File: config.mk
export PLATFORM = sky130hd
export DESIGN_NAME = gap_run_chunk_snapper
export DESIGN_NICKNAME = d
export VERILOG_FILES = /design/src/hw/rtl/grcs_pkg.sv /design/src/hw/rtl/grcs_front.sv /design/src/hw/rtl/grcs_fifo.sv /design/src/hw/rtl/grcs_rem.sv /design/src/hw/rtl/grcs_back.sv /design/src/hw/rtl/gap_run_chunk_snapper.sv
export SDC_FILE = /design/constraint.sdc
export NUM_CORES = 2
export LEC_CHECK = 0
export BUFFER_PORTS_ARGS = -buffer_cell sky130_fd_sc_hd__buf_4
export CORE_ASPECT_RATIO = 1.4
export CORE_UTILIZATION = 36
export CTS_CLUSTER_SIZE = 20
export DETAILED_ROUTE_END_ITERATION = 8
export GPL_ROUTABILITY_DRIVEN = 0
export GPL_TIMING_DRIVEN = 0
export MAX_ROUTING_LAYER = met4
export PLACE_DENSITY = 0.49
export SYNTH_ARGS = -nofsm -noshare
export SYNTH_HDL_FRONTEND = slang
export SYNTH_SLANG_ARGS = --single-unit
File: constraint.sdc
create_clock -name clock -period 19.06 [get_ports clock]
set_clock_uncertainty 0.05 [all_clocks]
set_input_delay 0.953 -clock clock [delete_from_list [all_inputs] [get_ports clock]]
set_output_delay 0.953 -clock clock [all_outputs]
set_load 0.03 [all_outputs]
File: src/hw/rtl/grcs_pkg.sv
package grcs_pkg;

   localparam logic [7:0]  GAP_BYTE    = 8'h3F;
   localparam logic [23:0] POS_MAX     = 24'hFFFFFF;
   localparam logic [24:0] CNT_MAX     = 25'h1FFFFFF;
   localparam logic [15:0] CHUNK_RESET = 16'd195;

   localparam int CSR_IDX_W  = 1;
   localparam int CSR_DATA_W = 25;
   localparam logic [CSR_IDX_W-1:0] REG_CHUNK_SIZE  = 1'd0;
   localparam logic [CSR_IDX_W-1:0] REG_FILE_LENGTH = 1'd1;

   localparam int FIFO_DEPTH = 4;
   localparam int FIFO_PTR_W = 2;
   localparam int FIFO_CNT_W = 3;

   localparam int REM_STEPS = 25;
   localparam int REM_CNT_W = 5;

   localparam int RSP_DATA_W = 128;

   typedef struct packed {
      logic        has_range;
      logic        has_summary;
      logic [23:0] begin_pos;
      logic [24:0] end_pos;
      logic [23:0] runs;
      logic [24:0] gaps;
   } cmd_type;

   typedef struct packed {
      logic        start;
      logic [24:0] dividend;
      logic [15:0] divisor;
   } rem_req_type;

   typedef struct packed {
      logic        done;
      logic [15:0] rem;
   } rem_rsp_type;

endpackage

File: src/hw/rtl/grcs_front.sv
module grcs_front #(
   parameter logic [24:0] SAT_CAP = 25'd16777216
) (
   input  logic              clock,
   input  logic              reset,
   input  logic              req_tvalid,
   output logic              req_tready,
   input  logic [7:0]        req_tdata,
   input  logic              req_tlast,
   output logic              push,
   output grcs_pkg::cmd_type cmd,
   input  logic              full
);

   logic [23:0] position_ff, position_in;
   logic        run_open_ff, run_open_in;
   logic [23:0] run_begin_ff, run_begin_in;
   logic [23:0] run_cnt_ff, run_cnt_in;
   logic [24:0] gap_cnt_ff, gap_cnt_in;

   logic        beat;
   logic        gap;
   logic        close_now;
   logic        has_range;
   logic [23:0] a_pos;
   logic [24:0] b_pos;
   logic [24:0] span;
   logic [25:0] gap_sum;
   logic [24:0] gap_next;
   logic [23:0] run_next;

   assign req_tready = !full;
   assign beat       = req_tvalid && !full;
   assign gap        = (req_tdata == grcs_pkg::GAP_BYTE);
   assign close_now  = !gap && run_open_ff;
   assign has_range  = close_now || (req_tlast && (run_open_ff || gap));
   assign a_pos      = run_open_ff ? run_begin_ff : position_ff;
   assign b_pos      = close_now ? {1'b0, position_ff} : {1'b0, position_ff} + 25'd1;
   assign span       = b_pos - {1'b0, a_pos};
   assign gap_sum    = {1'b0, gap_cnt_ff} + {1'b0, span};

   always_comb begin
      if (!has_range) begin
         gap_next = gap_cnt_ff;
      end else if (gap_sum > {1'b0, SAT_CAP}) begin
         gap_next = SAT_CAP;
      end else begin
         gap_next = gap_sum[24:0];
      end
      if (has_range && (run_cnt_ff != grcs_pkg::POS_MAX)) begin
         run_next = run_cnt_ff + 24'd1;
      end else begin
         run_next = run_cnt_ff;
      end
   end

   assign push = beat && (close_now || req_tlast);

   always_comb begin
      cmd.has_range   = has_range;
      cmd.has_summary = req_tlast;
      cmd.begin_pos   = a_pos;
      cmd.end_pos     = b_pos;
      cmd.runs        = run_next;
      cmd.gaps        = gap_next;
   end

   always_comb begin
      position_in  = position_ff;
      run_open_in  = run_open_ff;
      run_begin_in = run_begin_ff;
      run_cnt_in   = run_cnt_ff;
      gap_cnt_in   = gap_cnt_ff;
      if (beat) begin
         if (req_tlast) begin
            position_in  = '0;
            run_open_in  = 1'b0;
            run_begin_in = '0;
            run_cnt_in   = '0;
            gap_cnt_in   = '0;
         end else begin
            if (position_ff != grcs_pkg::POS_MAX) begin
               position_in = position_ff + 24'd1;
            end
            if (gap && !run_open_ff) begin
               run_open_in  = 1'b1;
               run_begin_in = position_ff;
            end else if (close_now) begin
               run_open_in = 1'b0;
            end
            run_cnt_in = run_next;
            gap_cnt_in = gap_next;
         end
      end
   end

   always_ff @(posedge clock) begin
      if (reset) begin
         position_ff  <= '0;
         run_open_ff  <= 1'b0;
         run_begin_ff <= '0;
         run_cnt_ff   <= '0;
         gap_cnt_ff   <= '0;
      end else begin
         position_ff  <= position_in;
         run_open_ff  <= run_open_in;
         run_begin_ff <= run_begin_in;
         run_cnt_ff   <= run_cnt_in;
         gap_cnt_ff   <= gap_cnt_in;
      end
   end

endmodule

File: src/hw/rtl/grcs_fifo.sv
module grcs_fifo (
   input  logic              clock,
   input  logic              reset,
   input  logic              wr_en,
   input  grcs_pkg::cmd_type wr_data,
   output logic              full,
   input  logic              rd_en,
   output grcs_pkg::cmd_type rd_data,
   output logic              empty
);

   grcs_pkg::cmd_type                    slot_ff [grcs_pkg::FIFO_DEPTH];
   logic [grcs_pkg::FIFO_PTR_W-1:0]      wr_ptr_ff, wr_ptr_in;
   logic [grcs_pkg::FIFO_PTR_W-1:0]      rd_ptr_ff, rd_ptr_in;
   logic [grcs_pkg::FIFO_CNT_W-1:0]      count_ff, count_in;
   logic                                 do_wr;
   logic                                 do_rd;

   assign full    = (count_ff == grcs_pkg::FIFO_CNT_W'(grcs_pkg::FIFO_DEPTH));
   assign empty   = (count_ff == '0);
   assign do_wr   = wr_en && !full;
   assign do_rd   = rd_en && !empty;
   assign rd_data = slot_ff[rd_ptr_ff];

   always_comb begin
      wr_ptr_in = do_wr ? wr_ptr_ff + 1'b1 : wr_ptr_ff;
      rd_ptr_in = do_rd ? rd_ptr_ff + 1'b1 : rd_ptr_ff;
      count_in  = count_ff;
      if (do_wr && !do_rd) begin
         count_in = count_ff + 1'b1;
      end else if (do_rd && !do_wr) begin
         count_in = count_ff - 1'b1;
      end
   end

   always_ff @(posedge clock) begin
      if (do_wr) begin
         slot_ff[wr_ptr_ff] <= wr_data;
      end
   end

   always_ff @(posedge clock) begin
      if (reset) begin
         wr_ptr_ff <= '0;
         rd_ptr_ff <= '0;
         count_ff  <= '0;
      end else begin
         wr_ptr_ff <= wr_ptr_in;
         rd_ptr_ff <= rd_ptr_in;
         count_ff  <= count_in;
      end
   end

endmodule

File: src/hw/rtl/grcs_rem.sv
module grcs_rem (
   input  logic                  clock,
   input  logic                  reset,
   input  grcs_pkg::rem_req_type req,
   output grcs_pkg::rem_rsp_type rsp
);

   logic                           busy_ff, busy_in;
   logic                           done_ff, done_in;
   logic [grcs_pkg::REM_CNT_W-1:0] cnt_ff, cnt_in;
   logic [24:0]                    dvd_ff, dvd_in;
   logic [15:0]                    div_ff, div_in;
   logic [15:0]                    rem_ff, rem_in;
   logic [16:0]                    trial;
   logic [16:0]                    diff;

   assign trial = {rem_ff, dvd_ff[24]};
   assign diff  = trial - {1'b0, div_ff};

   always_comb begin
      busy_in = busy_ff;
      done_in = 1'b0;
      cnt_in  = cnt_ff;
      dvd_in  = dvd_ff;
      div_in  = div_ff;
      rem_in  = rem_ff;
      if (req.start) begin
         busy_in = 1'b1;
         cnt_in  = '0;
         dvd_in  = req.dividend;
         div_in  = req.divisor;
         rem_in  = '0;
      end else if (busy_ff) begin
         rem_in = (trial >= {1'b0, div_ff}) ? diff[15:0] : trial[15:0];
         dvd_in = {dvd_ff[23:0], 1'b0};
         cnt_in = cnt_ff + 1'b1;
         if (cnt_ff == grcs_pkg::REM_CNT_W'(grcs_pkg::REM_STEPS - 1)) begin
            busy_in = 1'b0;
            done_in = 1'b1;
         end
      end
   end

   always_ff @(posedge clock) begin
      dvd_ff <= dvd_in;
      div_ff <= div_in;
      rem_ff <= rem_in;
   end

   always_ff @(posedge clock) begin
      if (reset) begin
         busy_ff <= 1'b0;
         done_ff <= 1'b0;
         cnt_ff  <= '0;
      end else begin
         busy_ff <= busy_in;
         done_ff <= done_in;
         cnt_ff  <= cnt_in;
      end
   end

   assign rsp.done = done_ff;
   assign rsp.rem  = rem_ff;

endmodule

File: src/hw/rtl/grcs_back.sv
module grcs_back #(
   parameter logic [24:0] SAT_CAP = 25'd16777216
) (
   input  logic                                clock,
   input  logic                                reset,
   input  logic                                csr_we,
   input  logic [grcs_pkg::CSR_IDX_W-1:0]      csr_index,
   input  logic [grcs_pkg::CSR_DATA_W-1:0]     csr_wdata,
   input  grcs_pkg::cmd_type                   rd_data,
   input  logic                                empty,
   output logic                                rd_en,
   output logic                                rsp_tvalid,
   input  logic                                rsp_tready,
   output logic [grcs_pkg::RSP_DATA_W-1:0]     rsp_tdata,
   output logic                                rsp_tuser,
   output logic                                rsp_tlast
);

   typedef enum logic [7:0] {
      ST_IDLE       = 8'b0000_0001,
      ST_START_A    = 8'b0000_0010,
      ST_WAIT_A     = 8'b0000_0100,
      ST_START_B    = 8'b0000_1000,
      ST_WAIT_B     = 8'b0001_0000,
      ST_CLIP       = 8'b0010_0000,
      ST_SEND_RANGE = 8'b0100_0000,
      ST_SEND_SUM   = 8'b1000_0000
   } back_state_type;

   back_state_type                      state_ff, state_in;
   grcs_pkg::cmd_type                   cmd_ff, cmd_in;
   logic [15:0]                         chunk_ff, chunk_in;
   logic [24:0]                         flen_ff, flen_in;
   logic [23:0]                         sa_ff, sa_in;
   logic [24:0]                         sb_ff, sb_in;
   logic [24:0]                         len_ff, len_in;
   logic [24:0]                         refetch_ff, refetch_in;
   logic                                valid_ff, valid_in;
   logic [grcs_pkg::RSP_DATA_W-1:0]     data_ff, data_in;
   logic                                user_ff, user_in;
   logic                                last_ff, last_in;

   grcs_pkg::rem_req_type               rem_req;
   grcs_pkg::rem_rsp_type               rem_rsp;

   logic [15:0]                         divisor;
   logic                                out_free;
   logic [24:0]                         sb_clip;
   logic [24:0]                         span;
   logic [25:0]                         refetch_sum;
   logic [24:0]                         refetch_next;

   assign divisor  = (chunk_ff == '0) ? 16'd1 : chunk_ff;
   assign out_free = !valid_ff || rsp_tready;
   assign rd_en    = (state_ff == ST_IDLE) && !empty;

   always_comb begin
      rem_req.start    = (state_ff == ST_START_A) || (state_ff == ST_START_B);
      rem_req.dividend = (state_ff == ST_START_A) ? {1'b0, cmd_ff.begin_pos} : cmd_ff.end_pos;
      rem_req.divisor  = divisor;
   end

   grcs_rem u_rem (
      .clock (clock),
      .reset (reset),
      .req   (rem_req),
      .rsp   (rem_rsp)
   );

   assign sb_clip     = (sb_ff > flen_ff) ? flen_ff : sb_ff;
   assign span        = (sb_clip > {1'b0, sa_ff}) ? sb_clip - {1'b0, sa_ff} : '0;
   assign refetch_sum = {1'b0, refetch_ff} + {1'b0, len_ff};
   assign refetch_next = (refetch_sum > {1'b0, SAT_CAP}) ? SAT_CAP : refetch_sum[24:0];

   always_comb begin
      chunk_in = chunk_ff;
      flen_in  = flen_ff;
      if (csr_we) begin
         case (csr_index)
            grcs_pkg::REG_CHUNK_SIZE: begin
               chunk_in = csr_wdata[15:0];
            end
            grcs_pkg::REG_FILE_LENGTH: begin
               flen_in = csr_wdata;
            end
            default: begin
            end
         endcase
      end
   end

   always_comb begin
      state_in   = state_ff;
      cmd_in     = cmd_ff;
      sa_in      = sa_ff;
      sb_in      = sb_ff;
      len_in     = len_ff;
      refetch_in = refetch_ff;
      valid_in   = valid_ff && !rsp_tready;
      data_in    = data_ff;
      user_in    = user_ff;
      last_in    = last_ff;
      case (state_ff)
         ST_IDLE: begin
            if (!empty) begin
               cmd_in   = rd_data;
               state_in = rd_data.has_range ? ST_START_A : ST_SEND_SUM;
            end
         end
         ST_START_A: begin
            state_in = ST_WAIT_A;
         end
         ST_WAIT_A: begin
            if (rem_rsp.done) begin
               sa_in    = cmd_ff.begin_pos - {8'd0, rem_rsp.rem};
               state_in = ST_START_B;
            end
         end
         ST_START_B: begin
            state_in = ST_WAIT_B;
         end
         ST_WAIT_B: begin
            if (rem_rsp.done) begin
               sb_in    = (rem_rsp.rem == '0) ? cmd_ff.end_pos :
                          cmd_ff.end_pos + {9'd0, divisor} - {9'd0, rem_rsp.rem};
               state_in = ST_CLIP;
            end
         end
         ST_CLIP: begin
            len_in   = (span > SAT_CAP) ? SAT_CAP : span;
            state_in = ST_SEND_RANGE;
         end
         ST_SEND_RANGE: begin
            if (out_free) begin
               valid_in   = 1'b1;
               data_in    = {5'd0, 25'd0, 25'd0, 24'd0, len_ff, sa_ff};
               user_in    = 1'b0;
               last_in    = !cmd_ff.has_summary;
               refetch_in = refetch_next;
               state_in   = cmd_ff.has_summary ? ST_SEND_SUM : ST_IDLE;
            end
         end
         ST_SEND_SUM: begin
            if (out_free) begin
               valid_in   = 1'b1;
               data_in    = {5'd0, refetch_ff, cmd_ff.gaps, cmd_ff.runs, 25'd0, 24'd0};
               user_in    = 1'b1;
               last_in    = 1'b1;
               refetch_in = '0;
               state_in   = ST_IDLE;
            end
         end
         default: begin
            state_in = ST_IDLE;
         end
      endcase
   end

   always_ff @(posedge clock) begin
      cmd_ff  <= cmd_in;
      sa_ff   <= sa_in;
      sb_ff   <= sb_in;
      len_ff  <= len_in;
      data_ff <= data_in;
      user_ff <= user_in;
      last_ff <= last_in;
   end

   always_ff @(posedge clock) begin
      if (reset) begin
         state_ff   <= ST_IDLE;
         chunk_ff   <= grcs_pkg::CHUNK_RESET;
         flen_ff    <= '0;
         refetch_ff <= '0;
         valid_ff   <= 1'b0;
      end else begin
         state_ff   <= state_in;
         chunk_ff   <= chunk_in;
         flen_ff    <= flen_in;
         refetch_ff <= refetch_in;
         valid_ff   <= valid_in;
      end
   end

   assign rsp_tvalid = valid_ff;
   assign rsp_tdata  = data_ff;
   assign rsp_tuser  = user_ff;
   assign rsp_tlast  = last_ff;

endmodule

File: src/hw/rtl/gap_run_chunk_snapper.sv
// Channel   Dir  Beat                         Carries
// req_      in   one file byte                data_byte, final_byte on tlast
// rsp_      out  one range or summary record  fields in tdata, kind on tuser
// csr_      in   one register write           chunk_size, file_length
//
// Front takes one byte per cycle while its 4-entry command queue has room.
// A command with a range takes the back through two 25-step passes of the shared
// remainder unit with their start and wait steps, a clip step and the send.
// A summary alone goes from idle straight to its send; after a range it follows the range's send.
// Reset is synchronous: scan state, totals, queue and registers go to defaults.
// A low rsp_tready holds the result register; the queue fills and req_tready drops.
module gap_run_chunk_snapper #(
   parameter longint unsigned MAX_FILE_BYTES = 64'd16777216
) (
   input  logic                                clock,
   input  logic                                reset,
   input  logic                                req_tvalid,
   output logic                                req_tready,
   input  logic [7:0]                          req_tdata,   // data_byte
   input  logic                                req_tlast,   // final_byte
   output logic                                rsp_tvalid,
   input  logic                                rsp_tready,
   // range_start[23:0], range_length[48:24], runs_total[72:49],
   // gap_bytes_total[97:73], refetch_bytes_total[122:98], zero pad
   output logic [grcs_pkg::RSP_DATA_W-1:0]     rsp_tdata,
   output logic                                rsp_tuser,   // record_kind
   output logic                                rsp_tlast,   // end_of_burst
   input  logic                                csr_we,
   input  logic [grcs_pkg::CSR_IDX_W-1:0]      csr_index,
   input  logic [grcs_pkg::CSR_DATA_W-1:0]     csr_wdata
);

   localparam logic [24:0] SAT_CAP =
      (MAX_FILE_BYTES < 64'(grcs_pkg::CNT_MAX)) ? MAX_FILE_BYTES[24:0] : grcs_pkg::CNT_MAX;

   grcs_pkg::cmd_type push_cmd;
   grcs_pkg::cmd_type pop_cmd;
   logic              push;
   logic              full;
   logic              pop;
   logic              empty;

   grcs_front #(
      .SAT_CAP (SAT_CAP)
   ) u_front (
      .clock      (clock),
      .reset      (reset),
      .req_tvalid (req_tvalid),
      .req_tready (req_tready),
      .req_tdata  (req_tdata),
      .req_tlast  (req_tlast),
      .push       (push),
      .cmd        (push_cmd),
      .full       (full)
   );

   grcs_fifo u_fifo (
      .clock   (clock),
      .reset   (reset),
      .wr_en   (push),
      .wr_data (push_cmd),
      .full    (full),
      .rd_en   (pop),
      .rd_data (pop_cmd),
      .empty   (empty)
   );

   grcs_back #(
      .SAT_CAP (SAT_CAP)
   ) u_back (
      .clock      (clock),
      .reset      (reset),
      .csr_we     (csr_we),
      .csr_index  (csr_index),
      .csr_wdata  (csr_wdata),
      .rd_data    (pop_cmd),
      .empty      (empty),
      .rd_en      (pop),
      .rsp_tvalid (rsp_tvalid),
      .rsp_tready (rsp_tready),
      .rsp_tdata  (rsp_tdata),
      .rsp_tuser  (rsp_tuser),
      .rsp_tlast  (rsp_tlast)
   );

endmodule

==> results.yml <==
run_status:
  outcome: "finished clean"
floorplanning:
  fp.dieArea_sq_um: 126000
  initial_core_util_pct: 36.3
  io_pins: 172
  placementRows: 153
  die_y_microns: 420
  core_area_sq_um: 124000
  fp.dieW_microns: 301
yosys:
  synth_edf_count: 739
  ys_top_cells_by_area: "edfxtp_1 49%, dfxtp_1 9.1%, ha_1 5.2%"
  yosysWarnings: 0
  synth_top_area_share_pct: 49.3
  yosys_register_bits: 944
  synth_ff_type: "edfxtp_1"
  syn_inst: 3650
  netlist_area_sq_um: 45000
  synth_seq_area_share_pct: 58.5
  synth.most_common_cell: "edfxtp_1"
  syn-mean-instance-area_sq_um: 12.3
  yosysTopAreaCell: "edfxtp_1"
  async_flop_share_pct: 0
  ys_types: 90
  ys_top_cells_by_count: "739 x edfxtp_1, 272 x nor2_1, 250 x inv_1, 247 x nand2_1, 220 x a21oi_1"
timing:
  setup_tns_ns: 0
  report.final.setup_viol: 0
  worst_pin_slew_ns: 1.45
  fin_ws_ns: 9.90
  period_share_pct: 48.1
  hold_viol: 0
  grt_setup_unrepaired: "no"
  maxSlewHeadroom_pct: 3.47
  final_max_slew_viol_count: 0
  min_period_ns: 9.16
  fmax_ghz: 0.109
power:
  ir_drop_v: 0.0000779
  cellPowerDensity_nw_per_um2: 129
  cellLeakagePower_nw: 19.6
route:
  wl_met1_microns: 47900
  wl_met2_microns: 63800
  top_layer: "met4"
  route.met3.wl_microns: 3170
  ant_nets: 0
  vias_per_cell: 5.11
  drtIter0Drc: 1538
  drt-total-wl_microns: 120000
  drcViolationCount: 0
  dr_total_vias: 28900
  dr.pass1.iters: 5
  routedWlPerCell_microns: 21.2
cts:
  numCtsBuffers: 96
  htreeDepth: 3
  clk_pin_slew_ns: 0.07
  hold_buffers: 0
  cts_sinks: 944
  cts_resized: 0
  clk_path_buf_depth: 3
  postCtsSetupRepairBufs: 0
  cts_tree: "built"
  clk_latency_ns: 0.73
  clockRootBuffer: "clkbuf_16"
worst_hold_path:
  min_from: "u_back.flen_ff[8]"
  hp-class: "flop to flop"
setup_path:
  crit_required_ns: 19.51
  r2r_start: "u_front.run_open_ff"
  critPathArrivalTime_ns: 9.61
  startpoint: "u_front.run_open_ff"
  crit_family: "compound AO/OA/AOI/OAI gates"
  start_kind: "flop"
  critical_path.max_stage_delay_ns: 0.84
  path_buf_inv: 4
  cp_slowest_cell: "buf_1"
  cp_max_fo: 10
  end_kind: "flop"
  critPathKind: "flop to flop"
placed_design:
  dp_hpwl_microns: 90000
  dp_worst_setup_slack_ns: 9.41
  placed_cell_area_sq_um: 48800
  place.port_buffers: 166
layout:
  multi_input_comb_area_sq_um: 17100
  fillers: 11800
  synthToLayoutAreaGrowth_pct: 16.2
  layout-drive-gt1-share_pct: 13.2
  seq_area_sq_um: 26300
  fin_area_sq_um: 52300
  final_nets: 4192
global_route:
  grt_usage_pct: 19.6
  antenna_found_initial: 2
  grt_pass1_vias: 29500
  grt_max_degree: 52
  gr-total-overflow: 0
  grt_pass1_wl_microns: 180000
run:
  maxCapViolations: 0
==> state kept, by name (all words and copies together) (netlist names), 2 cells and up, named ones only <==
register and flops:
u_back.state_ff 8, u_front.run_cnt_ff 24, u_back.u_rem.div_ff 16, u_back.refetch_ff 25, u_back.chunk_ff 16, u_back.len_ff 25, u_front.gap_cnt_ff 25, u_back.u_rem.dvd_ff 25
u_back.rsp_tdata 123, u_back.cmd_ff 99, u_fifo.count_ff 3, u_back.flen_ff 25, u_fifo.wr_ptr_ff 2, u_back.u_rem.cnt_ff 5, u_front.run_begin_ff 24, u_back.sa_ff 24
u_back.sb_ff 25, u_fifo.slot_ff 400, u_back.u_rem.rem_ff 16, u_front.position_ff 24, u_fifo.rd_ptr_ff 2
==> cells in the final DEF, fill, tap and decap left out, types with 30 or more instances in the layout <==
cell type and count:
or3_1 30, a22o_1 44, a21oi_1 220, clkbuf_1 145
and3_1 33, mux2i_1 46, edfxtp_1 739, nor2_1 271
xnor2_1 114, mux2_2 30, a21o_1 67, nor3_1 65
inv_1 250, xor2_1 63, and2_1 121, nand2_1 247
ha_1 188, o21ai_0 150, a211oi_1 39, mux4_2 100
clkbuf_16 96, nand3_1 51, dfxtp_1 205, buf_4 172
a22oi_1 48
==> final timing paths <==
check | end | slack [ns] | cells after the start
worst min-delay path | u_back.flen_ff[8] | 0.42 | 2
worst min register to register | u_back.flen_ff[8] | 0.42 | 2
worst max register to register | u_fifo.slot_ff[0][8] | 9.90 | 27
worst max-delay path | u_fifo.slot_ff[0][8] | 9.90 | 27
==> layout make-up <==
type | count | area share, %
well taps | 1627 | 3.89
multi-input cells | 2295 | 32.8
repair buffers | 189 | 3.28
clock buffers | 126 | 5.06
plain buffers | 163 | 1.25
clock inverters | 56 | 1.59
flip-flops and latches | 944 | 50.3
diodes | 1 | 0.00479
inverters | 252 | 1.81
==> metal layers <==
layer / vias up / track usage (%)
li1: 14000 / -
met1: 14100 / 21.3
met2: 527 / 35.9
met3: 191 / 1.86
met4: 0 / 8.47
met5: - / -
==> where the power goes <==
| group | internal, mW | total [mW] | switching, mW |
|---|---|---|---|
| clock | 1.20 | 2.06 | 0.859 |
| sequential | 2.58 | 2.74 | 0.161 |
| combinational | 0.812 | 1.97 | 1.15 |
| total | 4.59 | 6.77 | 2.17 |
==> kinds of logic (layout without fill, tap and decap cells) <==
family,count (synthesis),after routing,share of synthesized area (%)
buffers and inverters,415,786,3.56
adders and majority gates,211,211,6.25
muxes,176,176,6.78
AOI/OAI and AO/OA,730,730,10.5
xor gates and xnor gates,180,180,3.60
other,1,6,0.00834
DFF,944,944,58.5
and+or+nand+nor,993,993,10.9
==> worst register-to-register path, stage by stage, from the launching register on <==
cell	delay, ns
dfxtp_1	0.45
buf_1	0.67
buf_1	0.84
buf_1	0.79
mux2i_1	0.48
ha_1	0.33
a31oi_1	0.13
o21ai_0	0.14
and3_1	0.20
a221o_1	0.29
a2111oi_2	0.29
o31a_1	0.26
o211a_1	0.22
a21o_1	0.10
xor2_1	0.16
ha_1	0.30
a21o_1	0.21
a21o_1	0.17
a21oi_1	0.33
nand2_1	0.09
a21oi_1	0.18
o21ai_2	0.09
xor2_1	0.21
or4_1	0.57
nor4_1	0.39
a31o_2	0.41
buf_2	0.30
a22o_1	0.28
==> stage by stage <==
stage	std cells	util [%]	hold WS (ns)	total power, mW
after floorplan	3654	-	0.393	4.16
final	5653	42.1	0.419	6.77
after detailed placement	5469	39.3	0.410	4.76
after global placement	5447	38.9	0.407	4.76
after CTS	5651	42.1	0.409	6.85
after global routing	5653	42.1	0.443	7.14
No activity file was read; power rests on OpenSTA's default activity.
